File: src/rtl/exlex_pkg.sv
// exlex_pkg: token codes, character codes, keyword states and the token bundle
// passed from the lexer front to the back. No dependencies.
`default_nettype none

package exlex_pkg;

   localparam int VALUE_W = 32;

   // token kinds
   localparam logic [2:0] KIND_NUMBER   = 3'd0;
   localparam logic [2:0] KIND_OPERATOR = 3'd1;
   localparam logic [2:0] KIND_FUNCTION = 3'd2;
   localparam logic [2:0] KIND_VARIABLE = 3'd3;
   localparam logic [2:0] KIND_LPAREN   = 3'd4;
   localparam logic [2:0] KIND_RPAREN   = 3'd5;
   localparam logic [2:0] KIND_END      = 3'd6;

   // operator codes
   localparam logic [2:0] OP_MUL = 3'd0;
   localparam logic [2:0] OP_DIV = 3'd1;
   localparam logic [2:0] OP_ADD = 3'd2;
   localparam logic [2:0] OP_SUB = 3'd3;
   localparam logic [2:0] OP_POW = 3'd4;

   // function codes
   localparam logic [1:0] FN_SIN = 2'd0;
   localparam logic [1:0] FN_COS = 2'd1;
   localparam logic [1:0] FN_TAN = 2'd2;

   // ASCII codes
   localparam logic [7:0] CHAR_ZERO   = 8'h30;
   localparam logic [7:0] CHAR_NINE   = 8'h39;
   localparam logic [7:0] CHAR_S      = 8'h73;
   localparam logic [7:0] CHAR_I      = 8'h69;
   localparam logic [7:0] CHAR_N      = 8'h6E;
   localparam logic [7:0] CHAR_C      = 8'h63;
   localparam logic [7:0] CHAR_O      = 8'h6F;
   localparam logic [7:0] CHAR_T      = 8'h74;
   localparam logic [7:0] CHAR_A      = 8'h61;
   localparam logic [7:0] CHAR_X      = 8'h78;
   localparam logic [7:0] CHAR_STAR   = 8'h2A;
   localparam logic [7:0] CHAR_SLASH  = 8'h2F;
   localparam logic [7:0] CHAR_PLUS   = 8'h2B;
   localparam logic [7:0] CHAR_MINUS  = 8'h2D;
   localparam logic [7:0] CHAR_CARET  = 8'h5E;
   localparam logic [7:0] CHAR_LPAREN = 8'h28;
   localparam logic [7:0] CHAR_RPAREN = 8'h29;

   // partial keyword tracking
   typedef enum logic [2:0] {
      KW_IDLE = 3'd0,
      KW_S    = 3'd1,
      KW_SI   = 3'd2,
      KW_C    = 3'd3,
      KW_CO   = 3'd4,
      KW_T    = 3'd5,
      KW_TA   = 3'd6
   } kw_state_type;

   // Tokens caused by one request, always in this order:
   // number, inserted multiply, main token, end.
   typedef struct packed {
      logic               num_valid;
      logic [VALUE_W-1:0] num_value;
      logic               mul_valid;
      logic               main_valid;
      logic [2:0]         main_kind;
      logic [2:0]         main_op;
      logic [1:0]         main_fn;
      logic               end_valid;
   } token_bundle_type;

endpackage

`default_nettype wire

File: src/rtl/exlex_front.sv
// exlex_front: classifies each request character, keeps the digit accumulator
// and keyword progress, and builds the token bundle. Depends on exlex_pkg.
`default_nettype none

module exlex_front #(
   parameter int NUMBER_WIDTH = 32
) (
   input  wire logic                        clock,
   input  wire logic                        reset,
   input  wire logic                        accept,
   input  wire logic [7:0]                  character,
   input  wire logic                        end_of_text,
   output      logic                        push,
   output      exlex_pkg::token_bundle_type bundle
);

   logic [NUMBER_WIDTH-1:0]   acc_ff, acc_in;
   logic                      pend_ff, pend_in;
   exlex_pkg::kw_state_type   kw_ff, kw_in;

   logic                      is_digit;
   logic [NUMBER_WIDTH+3:0]   mac;
   logic                      sat;
   logic [NUMBER_WIDTH-1:0]   acc_digit;
   logic [63:0]               ext_digit, ext_old;
   logic                      consumed;

   // acc*10 + digit, saturating at all ones
   assign is_digit  = (character >= exlex_pkg::CHAR_ZERO) &&
                      (character <= exlex_pkg::CHAR_NINE);
   assign mac       = {1'b0, acc_ff, 3'b000} + {3'b000, acc_ff, 1'b0} +
                      {{NUMBER_WIDTH{1'b0}}, character[3:0]};
   assign sat       = |mac[NUMBER_WIDTH+3:NUMBER_WIDTH];
   assign acc_digit = sat ? {NUMBER_WIDTH{1'b1}} : mac[NUMBER_WIDTH-1:0];
   assign ext_digit = 64'(acc_digit);
   assign ext_old   = 64'(acc_ff);

   // classification, keyword state machine, bundle build
   always_comb begin
      acc_in   = acc_ff;
      pend_in  = pend_ff;
      kw_in    = kw_ff;
      consumed = 1'b0;
      bundle   = '0;

      if (is_digit) begin
         kw_in            = exlex_pkg::KW_IDLE;
         acc_in           = acc_digit;
         pend_in          = 1'b1;
         bundle.num_valid = end_of_text;
         bundle.num_value = ext_digit[exlex_pkg::VALUE_W-1:0];
      end else begin
         bundle.num_valid = pend_ff;
         bundle.num_value = ext_old[exlex_pkg::VALUE_W-1:0];
         acc_in           = '0;
         pend_in          = 1'b0;

         // continue a partial keyword
         unique case (kw_ff)
            exlex_pkg::KW_S: begin
               if (character == exlex_pkg::CHAR_I) begin
                  kw_in    = exlex_pkg::KW_SI;
                  consumed = 1'b1;
               end
            end
            exlex_pkg::KW_SI: begin
               if (character == exlex_pkg::CHAR_N) begin
                  kw_in             = exlex_pkg::KW_IDLE;
                  consumed          = 1'b1;
                  bundle.main_valid = 1'b1;
                  bundle.main_kind  = exlex_pkg::KIND_FUNCTION;
                  bundle.main_fn    = exlex_pkg::FN_SIN;
               end
            end
            exlex_pkg::KW_C: begin
               if (character == exlex_pkg::CHAR_O) begin
                  kw_in    = exlex_pkg::KW_CO;
                  consumed = 1'b1;
               end
            end
            exlex_pkg::KW_CO: begin
               if (character == exlex_pkg::CHAR_S) begin
                  kw_in             = exlex_pkg::KW_IDLE;
                  consumed          = 1'b1;
                  bundle.main_valid = 1'b1;
                  bundle.main_kind  = exlex_pkg::KIND_FUNCTION;
                  bundle.main_fn    = exlex_pkg::FN_COS;
               end
            end
            exlex_pkg::KW_T: begin
               if (character == exlex_pkg::CHAR_A) begin
                  kw_in    = exlex_pkg::KW_TA;
                  consumed = 1'b1;
               end
            end
            exlex_pkg::KW_TA: begin
               if (character == exlex_pkg::CHAR_N) begin
                  kw_in             = exlex_pkg::KW_IDLE;
                  consumed          = 1'b1;
                  bundle.main_valid = 1'b1;
                  bundle.main_kind  = exlex_pkg::KIND_FUNCTION;
                  bundle.main_fn    = exlex_pkg::FN_TAN;
               end
            end
            default: ;
         endcase

         // mismatch or idle: handle the character fresh
         if (!consumed) begin
            kw_in = exlex_pkg::KW_IDLE;
            unique case (character)
               exlex_pkg::CHAR_S: begin
                  bundle.mul_valid = pend_ff;
                  kw_in            = exlex_pkg::KW_S;
               end
               exlex_pkg::CHAR_C: begin
                  bundle.mul_valid = pend_ff;
                  kw_in            = exlex_pkg::KW_C;
               end
               exlex_pkg::CHAR_T: begin
                  bundle.mul_valid = pend_ff;
                  kw_in            = exlex_pkg::KW_T;
               end
               exlex_pkg::CHAR_X: begin
                  bundle.mul_valid  = pend_ff;
                  bundle.main_valid = 1'b1;
                  bundle.main_kind  = exlex_pkg::KIND_VARIABLE;
               end
               exlex_pkg::CHAR_STAR: begin
                  bundle.main_valid = 1'b1;
                  bundle.main_kind  = exlex_pkg::KIND_OPERATOR;
                  bundle.main_op    = exlex_pkg::OP_MUL;
               end
               exlex_pkg::CHAR_SLASH: begin
                  bundle.main_valid = 1'b1;
                  bundle.main_kind  = exlex_pkg::KIND_OPERATOR;
                  bundle.main_op    = exlex_pkg::OP_DIV;
               end
               exlex_pkg::CHAR_PLUS: begin
                  bundle.main_valid = 1'b1;
                  bundle.main_kind  = exlex_pkg::KIND_OPERATOR;
                  bundle.main_op    = exlex_pkg::OP_ADD;
               end
               exlex_pkg::CHAR_MINUS: begin
                  bundle.main_valid = 1'b1;
                  bundle.main_kind  = exlex_pkg::KIND_OPERATOR;
                  bundle.main_op    = exlex_pkg::OP_SUB;
               end
               exlex_pkg::CHAR_CARET: begin
                  bundle.main_valid = 1'b1;
                  bundle.main_kind  = exlex_pkg::KIND_OPERATOR;
                  bundle.main_op    = exlex_pkg::OP_POW;
               end
               exlex_pkg::CHAR_LPAREN: begin
                  bundle.main_valid = 1'b1;
                  bundle.main_kind  = exlex_pkg::KIND_LPAREN;
               end
               exlex_pkg::CHAR_RPAREN: begin
                  bundle.main_valid = 1'b1;
                  bundle.main_kind  = exlex_pkg::KIND_RPAREN;
               end
               default: ;
            endcase
         end
      end

      // end of text: close everything and return to reset state
      if (end_of_text) begin
         bundle.end_valid = 1'b1;
         acc_in           = '0;
         pend_in          = 1'b0;
         kw_in            = exlex_pkg::KW_IDLE;
      end
   end

   // only bundles carrying tokens enter the queue
   assign push = accept & (bundle.num_valid | bundle.mul_valid |
                           bundle.main_valid | bundle.end_valid);

   // lexer state
   always_ff @(posedge clock) begin
      if (reset) begin
         acc_ff  <= '0;
         pend_ff <= 1'b0;
         kw_ff   <= exlex_pkg::KW_IDLE;
      end else if (accept) begin
         acc_ff  <= acc_in;
         pend_ff <= pend_in;
         kw_ff   <= kw_in;
      end
   end

endmodule

`default_nettype wire

File: src/rtl/exlex_queue.sv
// exlex_queue: two-entry queue of token bundles between front and back.
// Depends on exlex_pkg.
`default_nettype none

module exlex_queue (
   input  wire logic                        clock,
   input  wire logic                        reset,
   input  wire logic                        push,
   input  wire exlex_pkg::token_bundle_type push_data,
   input  wire logic                        pop,
   output      logic                        full,
   output      logic                        empty,
   output      exlex_pkg::token_bundle_type head
);

   exlex_pkg::token_bundle_type mem_ff [2];
   logic       wr_ptr_ff, wr_ptr_in;
   logic       rd_ptr_ff, rd_ptr_in;
   logic [1:0] count_ff, count_in;

   assign full  = (count_ff == 2'd2);
   assign empty = (count_ff == 2'd0);
   assign head  = mem_ff[rd_ptr_ff];

   // pointer and count update
   always_comb begin
      wr_ptr_in = wr_ptr_ff ^ push;
      rd_ptr_in = rd_ptr_ff ^ pop;
      count_in  = count_ff + {1'b0, push} - {1'b0, pop};
   end

   always_ff @(posedge clock) begin
      if (reset) begin
         wr_ptr_ff <= 1'b0;
         rd_ptr_ff <= 1'b0;
         count_ff  <= 2'd0;
      end else begin
         wr_ptr_ff <= wr_ptr_in;
         rd_ptr_ff <= rd_ptr_in;
         count_ff  <= count_in;
      end
   end

   // storage
   always_ff @(posedge clock) begin
      if (push) begin
         mem_ff[wr_ptr_ff] <= push_data;
      end
   end

endmodule

`default_nettype wire

File: src/rtl/exlex_back.sv
// exlex_back: walks the head bundle and delivers its tokens one per response.
// Depends on exlex_pkg.
`default_nettype none

module exlex_back (
   input  wire logic                        clock,
   input  wire logic                        reset,
   input  wire logic                        empty,
   input  wire exlex_pkg::token_bundle_type head,
   output      logic                        pop,
   output      logic                        rsp_valid,
   input  wire logic                        rsp_ready,
   output      logic [2:0]                  rsp_token_kind,
   output      logic [2:0]                  rsp_operator_code,
   output      logic [1:0]                  rsp_function_code,
   output      logic [31:0]                 rsp_number_value,
   output      logic                        rsp_last_in_run
);

   // bit order: number, multiply, main, end
   logic [3:0] sent_ff, sent_in;
   logic [3:0] flags;
   logic [3:0] remaining;
   logic [3:0] sel;
   logic       rsp_accept;

   assign flags     = {head.end_valid, head.main_valid, head.mul_valid, head.num_valid};
   assign remaining = flags & ~sent_ff;
   assign rsp_valid = ~empty;
   assign rsp_accept = rsp_valid & rsp_ready;
   assign rsp_last_in_run = ((remaining & ~sel) == 4'b0000);
   assign pop       = rsp_accept & rsp_last_in_run;

   // pick the earliest unsent token and drive its fields
   always_comb begin
      sel               = 4'b0000;
      rsp_token_kind    = exlex_pkg::KIND_END;
      rsp_operator_code = 3'd0;
      rsp_function_code = 2'd0;
      rsp_number_value  = '0;
      priority if (remaining[0]) begin
         sel              = 4'b0001;
         rsp_token_kind   = exlex_pkg::KIND_NUMBER;
         rsp_number_value = head.num_value;
      end else if (remaining[1]) begin
         sel               = 4'b0010;
         rsp_token_kind    = exlex_pkg::KIND_OPERATOR;
         rsp_operator_code = exlex_pkg::OP_MUL;
      end else if (remaining[2]) begin
         sel               = 4'b0100;
         rsp_token_kind    = head.main_kind;
         rsp_operator_code = head.main_op;
         rsp_function_code = head.main_fn;
      end else if (remaining[3]) begin
         sel = 4'b1000;
      end else begin
         sel = 4'b0000;
      end
   end

   // track tokens already delivered from the head bundle
   always_comb begin
      sent_in = sent_ff;
      if (pop) begin
         sent_in = 4'b0000;
      end else if (rsp_accept) begin
         sent_in = sent_ff | sel;
      end
   end

   always_ff @(posedge clock) begin
      if (reset) begin
         sent_ff <= 4'b0000;
      end else begin
         sent_ff <= sent_in;
      end
   end

endmodule

`default_nettype wire

File: src/rtl/expression_lexer.sv
// expression_lexer: top level of the expression tokenizer; front, queue, back.
// Depends on exlex_pkg, exlex_front, exlex_queue, exlex_back.
//
//   channel | direction | fields
//   req_    | in        | character, end_of_text
//   rsp_    | out       | token_kind, operator_code, function_code, number_value,
//           |           | last_in_run
//
// A request is classified in the cycle it is accepted; its tokens are
// registered in the bundle queue and leave one per cycle while rsp_ready is
// high; a request gives 0 to 4 tokens at the output (one per response).
// The two-entry bundle queue sets req_ready: it drops only while the queue is
// full, i.e. while multi-token requests or rsp_ready low hold the back end.
// Reset is synchronous and clears lexer state and the queue.

`default_nettype none

module expression_lexer #(
   parameter int NUMBER_WIDTH = 32
) (
   input  wire logic        clock,
   input  wire logic        reset,
   input  wire logic        req_valid,
   output      logic        req_ready,
   input  wire logic [7:0]  req_character,
   input  wire logic        req_end_of_text,
   output      logic        rsp_valid,
   input  wire logic        rsp_ready,
   output      logic [2:0]  rsp_token_kind,
   output      logic [2:0]  rsp_operator_code,
   output      logic [1:0]  rsp_function_code,
   output      logic [31:0] rsp_number_value,
   output      logic        rsp_last_in_run
);

   logic                        accept;
   logic                        push;
   logic                        pop;
   logic                        full;
   logic                        empty;
   exlex_pkg::token_bundle_type front_bundle;
   exlex_pkg::token_bundle_type head;

   assign req_ready = ~full;
   assign accept    = req_valid & req_ready;

   // classification and lexer state
   exlex_front #(
      .NUMBER_WIDTH (NUMBER_WIDTH)
   ) u_front (
      .clock       (clock),
      .reset       (reset),
      .accept      (accept),
      .character   (req_character),
      .end_of_text (req_end_of_text),
      .push        (push),
      .bundle      (front_bundle)
   );

   // decoupling queue
   exlex_queue u_queue (
      .clock     (clock),
      .reset     (reset),
      .push      (push),
      .push_data (front_bundle),
      .pop       (pop),
      .full      (full),
      .empty     (empty),
      .head      (head)
   );

   // token delivery
   exlex_back u_back (
      .clock             (clock),
      .reset             (reset),
      .empty             (empty),
      .head              (head),
      .pop               (pop),
      .rsp_valid         (rsp_valid),
      .rsp_ready         (rsp_ready),
      .rsp_token_kind    (rsp_token_kind),
      .rsp_operator_code (rsp_operator_code),
      .rsp_function_code (rsp_function_code),
      .rsp_number_value  (rsp_number_value),
      .rsp_last_in_run   (rsp_last_in_run)
   );

endmodule

`default_nettype wire

File: config.mk
export PLATFORM = sky130hd
export DESIGN_NAME = expression_lexer
export DESIGN_NICKNAME = d
export VERILOG_FILES = /design/src/rtl/exlex_pkg.sv /design/src/rtl/exlex_front.sv /design/src/rtl/exlex_queue.sv /design/src/rtl/exlex_back.sv /design/src/rtl/expression_lexer.sv
export SDC_FILE = /design/constraint.sdc
export NUM_CORES = 1
export LEC_CHECK = 0
export BUFFER_PORTS_ARGS = -buffer_cell sky130_fd_sc_hd__clkbuf_2
export CORE_UTILIZATION = 45
export DETAILED_ROUTE_END_ITERATION = 8
export HOLD_SLACK_MARGIN = 0.12
export PLACE_DENSITY = 0.67
export SLEW_MARGIN = 0
export SYNTH_ARGS = -nofsm -noshare
export SYNTH_HDL_FRONTEND = slang
export SYNTH_SLANG_ARGS = --single-unit
File: constraint.sdc
create_clock -name clock -period 4.6 [get_ports clock]
set_clock_uncertainty 0.05 [all_clocks]
set_input_delay 0.92 -clock clock [delete_from_list [all_inputs] [get_ports clock]]
set_output_delay 0.92 -clock clock [all_outputs]
set_load 0.02 [all_outputs]
==> impl_metrics.ini <==
[floorplan]
initial_core_util_pct = 46.4
die_y_um = 136
core.rowCount = 48
die_area_mm2 = 0.0185
die_width_um = 136
core_mm2 = 0.0174
io_pins = 56

[worst_setup_path]
crit_required_ns = 4.69
worstRegToRegCells = 13
path_max_fanout = 52
critPathArrivalTime_ns = 4.37
startpoint_type = input pin
end_kind = register
critPathKind = in -> reg

[detailed_routing]
drc = 0
dr.pass1.iters = 5
wl_per_cell_um = 16.6
dr_total_vias = 6396
first_iter_violations = 581
wl_mm = 18.5
antenna_left = 0
viasPerCell = 5.75

[finish]
num_antenna_cells = 0
drive_above_1_share_pct = 13.2
design_area_mm2 = 0.00920
mostFrequentLayoutCell = nor2_1
final_cell_count_no_fill = 1113
nNetsFinal = 957
area_delta_synth_final_pct = 13.8
layout_common_cells = nor2_1 (121), a21oi_1 (88), edfxtp_1 (88), ha_1 (65), nand2_1 (63)

[global_routing]
antenna_found_initial = 0
grt_pass1_vias = 5867
grt_max_degree = 64
grt_use_total_pct = 20.8
grt_pass1_wl_mm = 29.8
grt_overflow = 0

[power]
seqPwrFrac_pct = 42.0
p_int_mw = 2.37
power_frac_clock_pct = 42.9
ir_drop_mv = 0.254
p_comb_share_pct = 15.1
p_per_area_mw_per_mm2 = 352
p_leak_nw = 3.56
power_switching_mw = 0.866
swShare_pct = 26.7

[clock_network]
cts_root_buf = clkbuf_16
clkLatencyLatePin_ns = 0.42
tritoncts.num_buffers = 17
cts_setup_buffers = 0
cts_max_level = 4
clk_pin_slew_ns = 0.06
cts_tree = built
cts.path.max_buffers = 2
cts.sinks = 132
cts_hold_buffers = 0
cts_resized = 0

[sta]
worstMarginPinSlew_ns = 0.983
setup_viol = 0
grt_setup_unrepaired = false
timing.slew.headroom_pct = 34.5
period_minus_slack_ns = 4.28
final_hold_viol_count = 0
min_period_over_period_pct = 93.0
timing.fmax_mhz = 234
finalMaxSlewViolations = 0

[synth]
synth_area_leaders = edfxtp_1 (33%), dfxtp_1 (11%), ha_1 (10%)
synth_edf_count = 88
synth_top_family_by_area = compound AO/OA/AOI/OAI gates
ys_seq_area_share_pct = 43.6
synth_seq_cells = 132
syn-num-nets = 919
syn_area_mm2 = 0.00809
synthCells = 837
synthSimpleGateAreaFrac_pct = 15.5
async_flop_share_pct = 0
yosysUniqueCellTypes = 61
yosysTopAreaCell = edfxtp_1
synth_top_area_share_pct = 32.7
synth_compound_area_share_pct = 17.6
synth_xor_area_share_pct = 3.79
muxShareOfSynthArea_pct = 5.46
synth_flop_cell = edfxtp_1
ys_warn_count = 0
avgSynthCellArea_um2 = 9.66
synthAdderAreaFrac_pct = 11.0

[flow_run]
cap_violations = 0

[placement]
port_buffers = 55
dp.cells = 1081
dp_hpwl_mm = 12.8
gp_congestion = 0.849
placed_area_mm2 = 0.00859

[min_path]
hp-class = reg -> reg
hold-path-cell-count = 1

[outcome]
status = finished, final reports clean
==> critical path, cell delays in order <==
cell	delay, ns
clkbuf_2	0.11
fa_1	0.56
inv_1	0.07
fa_1	0.46
nand2b_1	0.19
a21o_1	0.23
a21oi_1	0.29
a31oi_4	0.15
a21oi_1	0.20
o211ai_1	0.16
a2111oi_4	0.43
buf_12	0.31
and2_1	0.19
o21ai_1	0.08
==> per-stage QoR <==
step,hold slack (ns),setup slack (ns),power [mW],setup TNS (ns),utilization (%)
2_1_floorplan,0.391,0.477,1.72,0,-
3_3_place_gp,0.400,0.0329,1.87,0,49.3
3_5_place_dp,0.406,-0.0291,1.88,-0.414,49.3
4_1_cts,0.420,0.361,3.26,0,52.8
5_1_grt,0.432,0.147,3.36,0,52.8
6_report,0.415,0.321,3.24,0,52.8
==> kinds of logic (layout without fill, tap and decap cells) <==
group | after synthesis | in the layout
and+or+nand+nor | 272 | 272
AOI/OAI and AO/OA | 224 | 224
DFF | 132 | 132
adders and majority gates | 70 | 70
buffers and inverters | 60 | 111
muxes | 44 | 44
xor gates and xnor gates | 35 | 35
==> power by group through the flow <==
stage | clock (mW) | sequential, mW | combinational, mW
after global routing | 1.46 | 1.37 | 0.533
after detailed placement | 0 | 1.39 | 0.494
after global placement | 0 | 1.39 | 0.488
after floorplan | 0 | 1.37 | 0.352
final | 1.39 | 1.36 | 0.488
after CTS | 1.40 | 1.36 | 0.495
==> state kept, by name, indices dropped and copies added, names as in the netlist <==
signal and flops:
u_queue.mem_ff 88, u_front.acc_ff 32, u_back.sent_ff 4, u_front.kw_ff 3, u_queue.count_ff 2, u_front.pend_ff 1, u_queue.rd_ptr_ff 1, u_queue.wr_ptr_ff 1
==> final cells by class <==
cell class	count	area [um2]
sequential	132	3520
clock inverter	11	151
timing repair buffer	70	425
multi-input combinational	645	4320
clock buffer	21	460
tap	225	282
fill	1551	8220
inverter	9	33.8
==> cell usage after synthesis (all sizes together) (2+ instances only) <==
library cell,count
a2111oi,2
a211oi,16
a21bo,2
a21o,10
a21oi,90
a221oi,2
a311oi,13
a31oi,16
a32oi,3
a41oi,3
and2,14
and3,6
and4,3
buf,10
clkbuf,41
dfxtp,44
edfxtp,88
fa,2
ha,67
inv,9
mux2i,43
nand2,64
nand2b,7
nand3,9
nand3b,8
nand4,10
nor2,121
nor2b,3
nor3,11
nor3b,3
nor4,2
nor4b,2
o211ai,11
o21a,7
o21ai,39
o21bai,2
or2,3
or3,3
xnor2,18
xor2,17
==> path summary, 6_finish.rpt <==
| check | to | slack (ns) | startpoint |
|---|---|---|---|
| setup / recovery | u_queue.mem_ff[0][38] | 0.32 | req_character[3] |
| hold / removal | u_back.sent_ff[3] | 0.42 | u_back.sent_ff[3] |
| hold reg to reg | u_back.sent_ff[3] | 0.42 | u_back.sent_ff[3] |
| setup reg to reg | u_queue.mem_ff[0][38] | 0.57 | u_front.acc_ff[0] |
==> routing by layer <==
layer  part of all wire (%)  track usage (%)  up-vias
li1                       -                -     3179
met1                     50             29.6     3051
met2                     45             31.9      152
met3                    4.3             3.84       14
met4                    1.0             5.93        0
met5                      0                0        -
(Power assumes the default switching activity.)
